File: src/rtl/core/assert_macros.svh
// ----------------------------------------------------------------------------
// assert_macros: shared assertion wrappers for the bracket rank core
// clocked on i_clk; BSR_ASSERT is quiet while i_rst_n is low
// ----------------------------------------------------------------------------
`ifndef ASSERT_MACROS_SVH
`define ASSERT_MACROS_SVH

// property checked at every clock edge outside reset
`define BSR_ASSERT(lbl, prop, msg) \
    lbl: assert property (@(posedge i_clk) disable iff (!i_rst_n) (prop)) else $error(msg);

// property checked at every clock edge, reset included
`define BSR_ASSERT_ALWAYS(lbl, prop, msg) \
    lbl: assert property (@(posedge i_clk) (prop)) else $error(msg);

`endif

File: src/rtl/core/bsr_pkg.sv
// ----------------------------------------------------------------------------
// bsr_pkg: shared types and constants
// table geometry, symbol codes and the control groups passed between units
// ----------------------------------------------------------------------------
package bsr_pkg;

    localparam int MAX_PAIRS   = 16;
    localparam int HL_W        = 5;
    localparam int SYM_W       = 2;
    localparam int RANK_W      = 60;
    localparam int S_TDATA_W   = 8;
    localparam int M_TDATA_W   = 64;

    localparam int TAB_ROWS    = 2 * MAX_PAIRS + 1;
    localparam int TAB_COLS    = MAX_PAIRS + 2;
    localparam int TAB_DEPTH   = TAB_ROWS * TAB_COLS;
    localparam int TAB_AW      = $clog2(TAB_DEPTH);
    localparam int ROW_W       = $clog2(TAB_ROWS);
    localparam int COL_W       = $clog2(TAB_COLS);
    localparam int POS_W       = $clog2(2 * MAX_PAIRS + 1);
    localparam int R_W         = $clog2(2 * MAX_PAIRS);
    localparam int CMP_W       = POS_W + 1;
    localparam int DEP_W       = $clog2(MAX_PAIRS + 1);
    localparam int STK_AW      = (MAX_PAIRS > 1) ? $clog2(MAX_PAIRS) : 1;
    localparam int SH_W        = (MAX_PAIRS > 1) ? $clog2(MAX_PAIRS) : 1;

    localparam int QUEUE_DEPTH = 2;
    localparam int QA_W        = (QUEUE_DEPTH > 1) ? $clog2(QUEUE_DEPTH) : 1;
    localparam int QC_W        = $clog2(QUEUE_DEPTH + 1);

    localparam logic TYPE_RND = 1'b0;
    localparam logic TYPE_SQR = 1'b1;

    typedef enum logic [SYM_W-1:0] {
        SYM_OPEN_RND  = 2'd0,
        SYM_CLOSE_RND = 2'd1,
        SYM_OPEN_SQR  = 2'd2,
        SYM_CLOSE_SQR = 2'd3
    } t_symbol;

    typedef struct packed {
        logic              we;
        logic [TAB_AW-1:0] addr;
        logic [RANK_W-1:0] data;
    } t_tbl_wr;

    typedef struct packed {
        logic            valid;
        logic            last;
        logic            bad;
        logic            add_x;
        logic            dbl_x;
        logic            add_y;
        logic            zero_x;
        logic            zero_y;
        logic [SH_W-1:0] sh_x;
        logic [SH_W-1:0] sh_y;
    } t_issue;

endpackage

File: src/rtl/core/bsr_accum.sv
// ----------------------------------------------------------------------------
// bsr_accum: rank accumulator and result queue
// shifts the table words into weights, sums them into the running rank
// and queues one result per sequence
// ----------------------------------------------------------------------------
`include "assert_macros.svh"

module bsr_accum import bsr_pkg::*; (
    input  logic              i_clk,
    input  logic              i_rst_n,
    input  logic              i_clear,
    input  logic              i_last_acc,
    input  t_issue            i_iss,
    input  logic [RANK_W-1:0] i_rd_x,
    input  logic [RANK_W-1:0] i_rd_y,
    output logic              o_room,
    output logic              o_valid,
    input  logic              i_ready,
    output logic [RANK_W-1:0] o_rank,
    output logic              o_error
);

    logic              r_c_valid;
    logic              r_c_last;
    logic              r_c_bad;
    logic [RANK_W-1:0] r_inc;
    logic [RANK_W-1:0] r_acc;
    logic [RANK_W-1:0] r_q_rank [QUEUE_DEPTH];
    logic              r_q_err  [QUEUE_DEPTH];
    logic [QA_W-1:0]   r_wp;
    logic [QA_W-1:0]   r_rp;
    logic [QC_W-1:0]   r_cnt;
    logic [QC_W-1:0]   r_pend;

    logic [RANK_W-1:0] ax;
    logic [RANK_W-1:0] ay;
    logic [RANK_W-1:0] t1;
    logic [RANK_W-1:0] t2;
    logic [RANK_W-1:0] sum;
    logic              push;
    logic              pop;

    assign ax = i_iss.zero_x ? '0 : (i_rd_x << i_iss.sh_x);
    assign ay = i_iss.zero_y ? '0 : (i_rd_y << i_iss.sh_y);
    assign t1 = i_iss.add_x ? ax : '0;
    assign t2 = i_iss.dbl_x ? ax : (i_iss.add_y ? ay : '0);

    assign sum  = r_acc + r_inc;
    assign push = r_c_valid && r_c_last;
    assign pop  = o_valid && i_ready;

    always_ff @(posedge i_clk) begin
        if (!i_rst_n) begin
            r_c_valid <= 1'b0;
            r_c_last  <= 1'b0;
            r_c_bad   <= 1'b0;
            r_acc     <= '0;
            r_wp      <= '0;
            r_rp      <= '0;
            r_cnt     <= '0;
            r_pend    <= '0;
        end else begin
            r_c_valid <= i_iss.valid;
            r_c_last  <= i_iss.last;
            r_c_bad   <= i_iss.bad;
            if (i_clear) begin
                r_acc <= '0;
            end else if (r_c_valid) begin
                r_acc <= r_c_last ? '0 : sum;
            end
            if (push) begin
                r_wp <= (r_wp == QA_W'(QUEUE_DEPTH - 1)) ? '0 : r_wp + QA_W'(1);
            end
            if (pop) begin
                r_rp <= (r_rp == QA_W'(QUEUE_DEPTH - 1)) ? '0 : r_rp + QA_W'(1);
            end
            r_cnt  <= r_cnt + QC_W'(push) - QC_W'(pop);
            // credits held from the last item's accept until its result leaves
            r_pend <= r_pend + QC_W'(i_last_acc) - QC_W'(pop);
        end
    end

    always_ff @(posedge i_clk) begin
        r_inc <= t1 + t2;
        if (push) begin
            r_q_rank[r_wp] <= r_c_bad ? '0 : sum;
            r_q_err[r_wp]  <= r_c_bad;
        end
    end

    assign o_room  = (r_pend < QC_W'(QUEUE_DEPTH));
    assign o_valid = (r_cnt != '0);
    assign o_rank  = r_q_rank[r_rp];
    assign o_error = r_q_err[r_rp];

    `BSR_ASSERT(a_queue_within_credit, r_cnt <= r_pend, "queued results exceed outstanding credits")
    `BSR_ASSERT(a_push_has_space, push |-> (r_cnt != QC_W'(QUEUE_DEPTH)), "result pushed into full queue")

endmodule

File: config.mk
export PLATFORM = sky130hd
export DESIGN_NAME = bsr_accum
export DESIGN_NICKNAME = d
export VERILOG_FILES = /design/src/rtl/core/bsr_pkg.sv /design/src/rtl/core/bsr_accum.sv
export VERILOG_INCLUDE_DIRS = /design/src /design/src/rtl/core
export SDC_FILE = /design/constraint.sdc
export NUM_CORES = 1
export LEC_CHECK = 0
export BUFFER_PORTS_ARGS = -buffer_cell sky130_fd_sc_hd__buf_2
export CAP_MARGIN = 40
export CORE_ASPECT_RATIO = 0.6
export CORE_MARGIN = 2
export CORE_UTILIZATION = 46
export CTS_BUF_LIST = sky130_fd_sc_hd__clkbuf_16
export CTS_CLUSTER_SIZE = 30
export DETAILED_ROUTE_END_ITERATION = 7
export GPL_TIMING_DRIVEN = 0
export PLACE_DENSITY = 0.64
export SYNTH_ARGS = -nofsm -noshare
export SYNTH_HDL_FRONTEND = slang
export SYNTH_SLANG_ARGS = --single-unit
File: constraint.sdc
create_clock -name i_clk -period 7.85 [get_ports i_clk]
set_input_delay 1.1775 -clock i_clk [delete_from_list [all_inputs] [get_ports i_clk]]
set_output_delay 1.1775 -clock i_clk [all_outputs]
set_load 0.01 [all_outputs]
# ---- After elaboration in Yosys (flattened, before gate mapping)
# Memories as Yosys holds them, arrays and structs flattened. A register that Yosys moved wholly into a read port is not among the register bits.
# Cells that the tools add are included.
dict set report classes {
  addsub 8
  mul 0
  div_mod_pow 0
  n_lt_le_gt_ge 1
  n_eq_ne 0
  shifts 2
  muxes 15
  bitwise 1
  reduce_logical 4
}
# op count
set ops {}
lappend ops {{$mux 60} 7}
lappend ops {{$add 60x60->60} 2}
lappend ops {{$shl 60x4->60} 2}
lappend ops {{$mux 1} 8}
lappend ops {{$add 2x1->2} 2}
lappend ops {{$sub 2x1->2} 2}
lappend ops {{$add 1x1->1 const B} 2}
lappend ops {{$logic_and 1x1->1} 2}
lappend ops {{$lt 2x2->1 const B} 1}
lappend ops {{$reduce_bool 2->1} 1}
lappend ops {{$reduce_or 2->1} 1}
lappend ops {{$not 1->1} 1}
dict set report word_totals {
  register_bits 129
  latch_bits 0
  ramBits 122
  romBits 0
  inputBits 141
  out_inout_bits 63
  word_cells 42
  mem_count 2
}
# name words word_bits read_ports rd_ports_with_merged_regs wr line
set memory_table {}
lappend memory_table {r_q_rank 2 60 1 1 1 bsr_accum.sv:28} ;# logic [RANK_W-1:0] r_q_rank [QUEUE_DEPTH];
lappend memory_table {r_q_err 2 1 1 1 1 bsr_accum.sv:29} ;# logic r_q_err [QUEUE_DEPTH];

# ---- Longest topological paths before layout
# Gate-level depths: netlist of the first run.
dict set report depth {
  ltp_word 5
  mapped_depth 23
  depth_no_buf 20
}

# ---- Least setup slack after synthesis of the first run
# OpenSTA, ideal clock, no wires.
dict set report synth_path {
  kind {input port to flip-flop}
  start {input i_iss[4] (netlist bit)}
  end {register r_inc[59]}
  setup_ns 0.121
  arrival_ns 5.623
  required_time_ns 7.729
  setup_slack_ns 2.106
  cell_stages 19
  n_path_buf 2
  cell_sequence {clkbuf_1 buf_1 mux4_2 and2_1 a211oi_1 a211oi_1 nand2_1 o21ai_0 ha_1 and4_4 a221o_1 a221o_1 o21ai_2 a21oi_2 a21o_1 a211o_1 a311o_1 a21oi_2 xnor2_1}
}
dict set report synth_between {
  elab_chain_cells 4
  elab_cells_between_ends 5
  classes_between {1 x add/sub; 1 x shift; 3 x mux}
}
# element line
set synth_rtl {}
lappend synth_rtl {{start: declaration} bsr_accum.sv:13} ;# input t_issue i_iss,
lappend synth_rtl {{$shl 60x4->60 (*)} bsr_accum.sv:43} ;# assign ax = i_iss.zero_x ? '0 : (i_rd_x << i_iss.sh_x);
lappend synth_rtl {{$mux 60 (*)} bsr_accum.sv:43}
lappend synth_rtl {{$mux 60, on equally long branches} {bsr_accum.sv:45, bsr_accum.sv:46}}
lappend synth_rtl {{$add 60x60->60 (*)} bsr_accum.sv:84} ;# r_inc <= t1 + t2;
lappend synth_rtl {{end signal: assignment} bsr_accum.sv:84}
lappend synth_rtl {{end: declaration} bsr_accum.sv:26} ;# logic [RANK_W-1:0] r_inc;
# Mark *: on every way between the ends. The rest lies on a longest branch, timed or not.
# A chain may end at the register's enable or synchronous reset.

# ---- Worst setup path after layout of the first run
dict set report layout_path {
  start {input i_iss[4] (netlist bit)}
  end {register r_inc[56]}
}
# Same word-level chain as after synthesis.

==> out/summary.txt, run 1 <==
====================================================================================
Run status ............................................................    completed
Number of enable flip-flop cells after synthesis ......................          122
Top fanout value on the critical path .................................           10
First-pass GRT wire length ............................................   106,000 µm
Violation count after the first detailed-route iteration ..............        2,150
Leakage power of the design ...........................................      9.81 nW
Count of buffering cells on the critical path with inverters included .            5
Worst-path cell chain ................................................. clkbuf_1 -> buf_2 -> buf_2 -> clkbuf_1 -> nand2_1 -> o21ai_0 -> nor2_1 -> a21oi_1 -> a211oi_1 -> and2_1 -> ha_1 -> buf_2 -> a21o_1 -> nor2_1 -> o21ai_0 -> a211oi_1 -> nor4_1 -> a311oi_1 -> o221ai_1 -> a21oi_1 -> xnor2_1
Required time of the critical path ....................................      8.31 ns
Sequential share of the synthesized area ..............................        0.295
IO Pins ...............................................................          204
Total wirelength of the detailed-routed design ........................    68,600 µm
Synth async-reset ratio ...............................................            0
Hpwl dp ...............................................................    56,600 µm
Power density over the cells ..........................................   171 mW/mm²
Post-layout nets ......................................................        2,921
Unrepaired setup endpoints after global routing .......................        false
Area of the mapped netlist ............................................   0.0212 mm²
Total core area .......................................................   0.0452 mm²
Hold path depth .......................................................            2
Area growth syn-to-layout .............................................        12.4%
Count of cell types in the netlist ....................................           81
Cts bufs inserted .....................................................           24
GP Congestion .........................................................         1.06
CP max-delay cell ..................................................... sky130_fd_sc_hd__a311oi_1
VDD IR-drop max .......................................................     0.118 mV
Type of the most critical hold path ................................... register to register
Number of remaining DRC errors ........................................            0
Crit Path Class ....................................................... input pin to register
Pins Over Slew Limit ..................................................            0
Largest clock skew in the final design ................................    0.0197 ns
Layout filler cell count ..............................................        4,345
Minimum setup slack among reg-to-reg paths ............................      3.91 ns
Dominant register cell in the synthesized netlist ..................... sky130_fd_sc_hd__dfxtp_1
Crit share post-route .................................................        0.913
Total number of vias ..................................................       20,000
Final hold violation count ............................................            0
Number of core rows ...................................................           60
Startpoint types ......................................................    input pin
# clock sinks .........................................................          252
Clock Tree Buf Depth ..................................................            3
Type of element capturing the critical path ...........................     register
Via count of the first global-routing pass ............................       18,900
Floorplan die height ..................................................       170 µm
Clk slew on worst S/H paths ...........................................      0.07 ns
CP top delay family ................................................... compound AO/OA/AOI/OAI gates
Largest stage delay on the critical path ..............................      0.80 ns
Final Critical Period .................................................      7.16 ns
Length in cells of the worst reg-to-reg path ..........................           12
Clock H-tree levels ...................................................            1
Share of the core filled with cells in the final layout ...............        0.528
Slew @ Worst Pin ......................................................      1.02 ns
Fraction of layout cells with a size suffix above 1 ...................        0.171
Post-CTS setup buffers ................................................            0
Root Buffer ........................................................... sky130_fd_sc_hd__clkbuf_16
All-Layer GR Usage ....................................................        0.282
Number of buffers inserted for hold repair after clock tree synthesis .            0
Gate count of the mapped netlist ......................................        2,422
Antenna violations before repair ......................................            2
Number of warnings issued by yosys ....................................            0
Routed vias/inst ......................................................         6.07
Floorplan die area ....................................................   0.0480 mm²
Number of max-capacitance violations reported .........................            0
Antenna Violating Nets Remaining ......................................            0
Clk Latency, worst-skew pair ..........................................      0.54 ns
Setup TNS .............................................................         0 ns
Pin count of the biggest net entering global routing ..................           62
Rel. slew slack .......................................................        0.316
Final setup vio count .................................................            0
Port-buffer cells .....................................................          196
TritonCTS clock tree ..................................................        built
Detailed-route wire length per cell ...................................      20.8 µm
Total congestion overflow after global routing ........................            0
Resize count post-CTS .................................................            0
Detailed-routing iteration count for the pre-antenna-repair pass ......            6
Post-Synthesis Net Count ..............................................        2,687
Crit-path most repeated cell .......................................... sky130_fd_sc_hd__buf_2
Arrival time of data at the critical path endpoint ....................      7.62 ns
Levels on crit path ...................................................           21
Max Clk Rate ..........................................................      140 MHz
Yosys reg bits ........................................................          252
Synthesized area divided by synthesized cell count ....................     8.77 µm²
Die width .............................................................       281 µm
Starting utilization of the core area .................................        0.470
====================================================================================
metal layers:
metal,up-vias,GRT usage,wire [µm]
met2,891,0.404,27300
met1,9644,0.429,33100
met5,-,0,0
met4,0,0.0328,618
li1,9415,-,-
met3,54,0.0763,7540
worst paths after layout:
check,start,endpoint
max,i_iss[4],r_inc[56]$_DFF_P_
min,r_acc[54]$_SDFFE_PP0P_,r_acc[54]$_SDFFE_PP0P_
min reg2reg,r_acc[54]$_SDFFE_PP0P_,r_acc[54]$_SDFFE_PP0P_
max reg2reg,r_acc[23]$_SDFFE_PP0P_,r_q_rank[0][56]$_DFFE_PP_
area by class of cell:
cell class,count,area (µm²),area share
timing repair buffer,208,1110,0.0466
inverter,46,173,0.00723
tap,620,776,0.0325
clock buffer,24,601,0.0252
buffer,171,653,0.0274
clock inverter,20,133,0.00555
multi-input combinational,1953,14200,0.593
sequential,252,6270,0.262
antenna,2,5.00,0.000210
cell usage after synthesis (all sizes together) (15+ instances only):
master	count	share of area
dfxtp	130	0.12
edfxtp	122	0.17
a22oi	37	0.013
nor2b	28	0.0082
nor2	217	0.038
and2	75	0.022
mux2	116	0.062
a31oi	15	0.0044
o21ai	184	0.044
buf	30	0.0058
o21a	32	0.011
ha	122	0.072
nor3	27	0.0064
xor2	41	0.017
mux4	63	0.067
o21bai	45	0.016
a21o	61	0.022
xnor2	75	0.031
inv	45	0.0080
a211oi	34	0.012
nand2	251	0.044
clkbuf	141	0.025
and3	31	0.0094
a21oi	187	0.045
mux2i	86	0.041
nand4	38	0.011
nand3	22	0.0052
logic make-up (layout without fill, tap and decap cells):
| family | after synthesis | after routing | share of synthesized area |
|---|---|---|---|
| flip-flops | 252 | 252 | 0.295 |
| AND/OR/NAND/NOR | 740 | 740 | 0.162 |
| other | 0 | 2 | 0 |
| multiplexers | 265 | 265 | 0.169 |
| adder cells (fa/ha/maj) | 124 | 124 | 0.0738 |
| XOR/XNOR | 116 | 116 | 0.0478 |
| AO/OA/AOI/OAI | 708 | 708 | 0.213 |
| buffers and inverters | 217 | 469 | 0.0389 |
per-stage QoR:
stage / worst slack, ns / cells / power [mW] / hold WS, ns / instance area (µm²)
after detailed placement: 0.581 / 3244 / 2.97 / 0.452 / 23100
after global placement: 0.533 / 3238 / 2.96 / 0.438 / 23000
after global routing: 0.320 / 3294 / 4.30 / 0.491 / 23900
final: 0.686 / 3296 / 4.07 / 0.460 / 23900
after floorplan: 2.11 / 2422 / 2.52 / 0.424 / 21200
after CTS: 1.12 / 3288 / 4.07 / 0.463 / 23800
where the power goes:
group          total [mW]  switching, mW  internal [mW]  leakage, nW
Sequential           1.52         0.0375           1.48         2.18
Clock                1.09          0.502          0.593        0.382
Combinational        1.46          0.884          0.577         7.25
Total                4.07           1.42           2.65         9.81
worst min-delay path: stages (launching register included):
cell	delay (ns)
sky130_fd_sc_hd__dfxtp_1	0.32
sky130_fd_sc_hd__nand2_1	0.05
sky130_fd_sc_hd__o21ai_1	0.05
sequential cells by signal, indices dropped and copies added, names as in the netlist, 2 cells and up, named ones only:
name and count:
r_pend 2, r_inc 60, r_acc 60, r_cnt 2
r_q_rank 120, r_q_err 2
layout by cell type (no fill, tap or decap), types with 86 or more instances in the layout:
cell,instances
sky130_fd_sc_hd__o21ai_0,162
sky130_fd_sc_hd__nor2_1,216
sky130_fd_sc_hd__mux2i_1,86
sky130_fd_sc_hd__buf_2,211
sky130_fd_sc_hd__a21oi_1,184
sky130_fd_sc_hd__ha_1,122
sky130_fd_sc_hd__dfxtp_1,130
sky130_fd_sc_hd__edfxtp_1,122
sky130_fd_sc_hd__clkbuf_1,141
sky130_fd_sc_hd__nand2_1,251
sky130_fd_sc_hd__mux2_2,116
Note: power is estimated with default switching activity, not from simulation.
==> inputs of run 2 (changes only) <==
- ABC_AREA: not set -> 1
- PLACE_DENSITY: 0.64 -> 0.63
- SLEW_MARGIN: not set -> 20
==> run 2 against run 1 <==
Global-route usage is 7.0 points higher. Critical path depth is 2 lower. Clock skew is 0.0033 ns higher. Fmax is 35% higher. Flip-flop and latch count stayed put. Synthesized area is 13% higher. Count of clock-buffer cells in the layout is 2 lower. Clock power hardly changed. Register-to-register slack better by 0.99 ns. Total power is 1.9% lower. Non-clock buffer count is 29 lower. Largest cell class unchanged.
==> out/summary.txt, run 2 <==
====================================================================================
Required time of the critical path ....................................      8.27 ns   -0.04 ns
Share of the synthesized area in compound gates (AO/OA/AOI/OAI) .......        0.151   -0.0619
Worst-case hold slack .................................................     0.458 ns   -0.00237 ns
Area of the mapped netlist ............................................   0.0239 mm²   +13%
Max Clk Rate ..........................................................      189 MHz   +35%
Worst-path cell chain ................................................. buf_2 -> inv_2 -> clkbuf_1 -> nand2_1 -> o21ai_1 -> inv_1 -> o21ai_1 -> o21ai_1 -> nand2_1 -> o221ai_1 -> ha_1 -> a21o_1 -> nand2_1 -> nand2_1 -> a21boi_0 -> nand3_1 -> nand2_1 -> o21ai_1 -> xor2_1
Synthesized area divided by synthesized cell count ....................     6.16 µm²   -30%
Pins Over Slew Limit ..................................................            0   unchanged
Dominant cell type by area after synthesis ............................ sky130_fd_sc_hd__nand2_1
Post-CTS setup buffers ................................................            0   unchanged
Via count of the first global-routing pass ............................       23,500   +25%
Routed vias/inst ......................................................         5.57   -8.2%
All-Layer GR Usage ....................................................        0.352   +0.0703
Power density over the cells ..........................................   150 mW/mm²   -12%
Mux cell area share after synthesis ...................................       0.0354   -0.133
Floorplan die height ..................................................       181 µm   +6.0%
Total wirelength of the detailed-routed design ........................    97,900 µm   +43%
Count of placed standard cells in the final layout, fillers left out ..        4,830   +47%
Number of remaining DRC errors ........................................            0   unchanged
Clock H-tree levels ...................................................            1   unchanged
Endpoint of the worst register-to-register path ....................... r_q_rank[1][57]$_DFFE_PP_
Yosys reg bits ........................................................          252   unchanged
Slew @ Worst Pin ......................................................     0.894 ns   -0.125 ns
VDD IR-drop max .......................................................     0.155 mV   +31%
Floorplan die area ....................................................   0.0539 mm²   +12%
Final cell area excluding filler cells ................................   0.0266 mm²   +12%
Worst setup timing slack at the placement stage .......................      2.51 ns   +1.93 ns
Most frequent cell after synthesis .................................... sky130_fd_sc_hd__nand2_1
Final Critical Period .................................................      5.30 ns   -1.86 ns
Largest stage delay on the critical path ..............................      0.56 ns   -0.24 ns
Area fraction of the dominant cell type after synthesis ...............        0.215   +0.0421
Clk slew on worst S/H paths ...........................................      0.06 ns   about the same
Area growth syn-to-layout .............................................        11.4%
Root Buffer ........................................................... sky130_fd_sc_hd__clkbuf_16
Clk Latency, worst-skew pair ..........................................      0.56 ns   +0.02 ns
Die width .............................................................       298 µm   +6.0%
Total congestion overflow after global routing ........................            0   unchanged
Largest family of logic cells by synthesized area ..................... simple AND/OR/NAND/NOR gates
Violation count after the first detailed-route iteration ..............        3,618   +68%
Xor-xnor portion of the synthesized cell area .........................       0.0271   -0.0207
Total core area .......................................................   0.0512 mm²   +13%
Layout filler cell count ..............................................        5,495   +26%
# clock sinks .........................................................          252   unchanged
Final worst setup slack ...............................................      2.55 ns   +1.86 ns
First-pass GRT wire length ............................................   144,000 µm   +36%
Number of warnings issued by yosys ....................................            0   unchanged
Clock Tree Buf Depth ..................................................            3   unchanged
Antenna violations before repair ......................................            5   +3
Crit Path Class ....................................................... input pin to register
IO Pins ...............................................................          204   unchanged
Largest clock skew in the final design ................................    0.0231 ns   +0.00332 ns
Power consumption .....................................................      4.00 mW   -1.9%
Port-buffer cells .....................................................          198   +1.0%
Count of cell types in the netlist ....................................           51   -37%
Cell Count Post-Placement .............................................        4,783   +47%
Highest-count cells in the layout ignoring fill and taps .............. sky130_fd_sc_hd__nand2_1, sky130_fd_sc_hd__inv_1, sky130_fd_sc_hd__nor2_1
Number of buffers inserted for hold repair after clock tree synthesis .            0   unchanged
Post-Synthesis Net Count ..............................................        4,147   +54%
Placed Area ...........................................................   0.0259 mm²   +12%
Setup TNS .............................................................         0 ns   unchanged
Commonest cells in the netlist ........................................ sky130_fd_sc_hd__nand2_1, sky130_fd_sc_hd__inv_1, sky130_fd_sc_hd__nor2_1, sky130_fd_sc_hd__nand3_1, sky130_fd_sc_hd__a21oi_1
Type of the most critical hold path ................................... register to register
Total number of vias ..................................................       26,900   +35%
Dominant register cell in the synthesized netlist ..................... sky130_fd_sc_hd__dfxtp_1
Largest register FFs ..................................................          120   unchanged
Final setup vio count .................................................            0   unchanged
WHS Endpoint .......................................................... r_cnt[1]$_SDFF_PN0_
Starting utilization of the core area .................................        0.467   -0.00260
Startpoint types ......................................................    input pin
Fraction of layout cells with a size suffix above 1 ...................        0.103   -0.0674
TritonCTS clock tree ..................................................        built
Post-layout nets ......................................................        4,381   +50%
Antenna Violating Nets Remaining ......................................            0   unchanged
Largest reg by FF count ...............................................     r_q_rank
Hold path depth .......................................................            1   -1
Detailed-routing iteration count for the pre-antenna-repair pass ......            8   +2
Final hold violation count ............................................            0   unchanged
Number of enable flip-flop cells after synthesis ......................          122   unchanged
Unrepaired setup endpoints after global routing .......................        false
Crit share post-route .................................................        0.675   -0.237
Rel. slew slack .......................................................        0.404   +0.0875
Share of synthesized cell area in and, or, nand and nor gates .........        0.348   +0.186
CP max-delay cell ..................................................... sky130_fd_sc_hd__clkbuf_1
Top post-synthesis cells by area ...................................... sky130_fd_sc_hd__nand2_1, sky130_fd_sc_hd__edfxtp_1, sky130_fd_sc_hd__dfxtp_1
Number of max-capacitance violations reported .........................            0   unchanged
Cts bufs inserted .....................................................           22   -8.3%
Gate count of the mapped netlist ......................................        3,882   +60%
Type of element capturing the critical path ...........................     register
Pin count of the biggest net entering global routing ..................           25   -60%
Synth async-reset ratio ...............................................            0   unchanged
Resize count post-CTS .................................................            0   unchanged
Crit-path most repeated cell .......................................... sky130_fd_sc_hd__nand2_1
Largest registers ..................................................... r_q_rank x120, r_acc x60, r_inc x60
Worst r2r src ......................................................... r_inc[20]$_DFF_P_
GP Congestion .........................................................         1.15   +7.6%
Top fanout value on the critical path .................................           10   unchanged
Minimum setup slack among reg-to-reg paths ............................      4.90 ns   +0.99 ns
Leakage power of the design ...........................................      13.4 nW   +37%
Hpwl dp ...............................................................    83,700 µm   +48%
Adder and majority gate portion of the synthesized area ...............       0.0655   -0.00825
Run status ............................................................    completed
Leading cell type in the layout, fill and taps excluded ............... sky130_fd_sc_hd__nand2_1
Hold_sp ............................................................... r_cnt[1]$_SDFF_PN0_
Share of the core filled with cells in the final layout ...............        0.521   -0.00763
Detailed-route wire length per cell ...................................      20.3 µm   -2.6%
Sequential share of the synthesized area ..............................        0.262   -0.0330
Arrival time of data at the critical path endpoint ....................      5.72 ns   -1.90 ns
Length in cells of the worst reg-to-reg path ..........................           12   unchanged
Number of core rows ...................................................           64   +6.7%
====================================================================================
[run 2: cell count changes after synthesis, sizes merged, moves of 63 or more]
cell	previous run	this run
clkbuf	141	74
mux2i	86	16
nor2	217	368
nand2	251	1369
xnor2	75	9
and2	75	9
mux4	63	0
nand3	22	242
inv	45	524
[run 2: cells by family (layout without fill, tap and decap cells)]
| group | Yosys count | after routing |
|---|---|---|
| AO/OA/AOI/OAI | 624 | 624 |
| buffers and inverters | 664 | 914 |
| multiplexers | 77 | 77 |
| flip-flops | 252 | 252 |
| AND/OR/NAND/NOR | 2067 | 2067 |
| other | 0 | 5 |
| XOR/XNOR | 74 | 74 |
| adder cells (fa/ha/maj) | 124 | 124 |
[run 2: layer usage]
| layer | vias to the layer above | GRT usage | wire [µm] |
|---|---|---|---|
| met3 | 63 | 0.181 | 16900 |
| met4 | 8 | 0.0189 | 508 |
| met2 | 1507 | 0.403 | 31600 |
| li1 | 13000 | - | - |
| met5 | - | 0.0291 | 264 |
| met1 | 12300 | 0.570 | 48700 |
[run 2: power by group]
part           leakage [nW]  switching (mW)  total [mW]  internal [mW]
Sequential             2.19          0.0447        1.52           1.48
Clock                 0.345           0.512        1.06          0.550
Combinational          10.9           0.937        1.41          0.476
[run 2: how the worst max path moves through the flow]
stage	from	cells after the start	to
after detailed placement	i_iss[5]	19	r_inc[29]$_DFF_P_
after CTS	i_iss[5]	19	r_inc[29]$_DFF_P_
after floorplan	i_iss[5]	20	r_inc[52]$_DFF_P_
after global routing	i_iss[5]	19	r_inc[29]$_DFF_P_
final	i_iss[5]	19	r_inc[37]$_DFF_P_
after global placement	i_iss[5]	19	r_inc[37]$_DFF_P_
[run 2: worst max-delay path: cells and delay by family]
family,cells,cell delay [ns]
AOI/OAI and AO/OA,7,1.95
adders and majority gates,1,0.44
and+or+nand+nor,6,1.12
xor gates and xnor gates,1,0.16
buffers and inverters,4,0.84
[run 2: layout make-up]
class | count | area [µm²] | area share
clock inverter | 18 | 130 | 0.00488
multi-input combinational | 2966 | 15000 | 0.564
tap | 693 | 867 | 0.0325
antenna | 5 | 12.5 | 0.000470
clock buffer | 22 | 551 | 0.0207
buffer | 140 | 666 | 0.0250
timing repair buffer | 210 | 1150 | 0.0433
inverter | 524 | 1970 | 0.0738
sequential | 252 | 6270 | 0.235
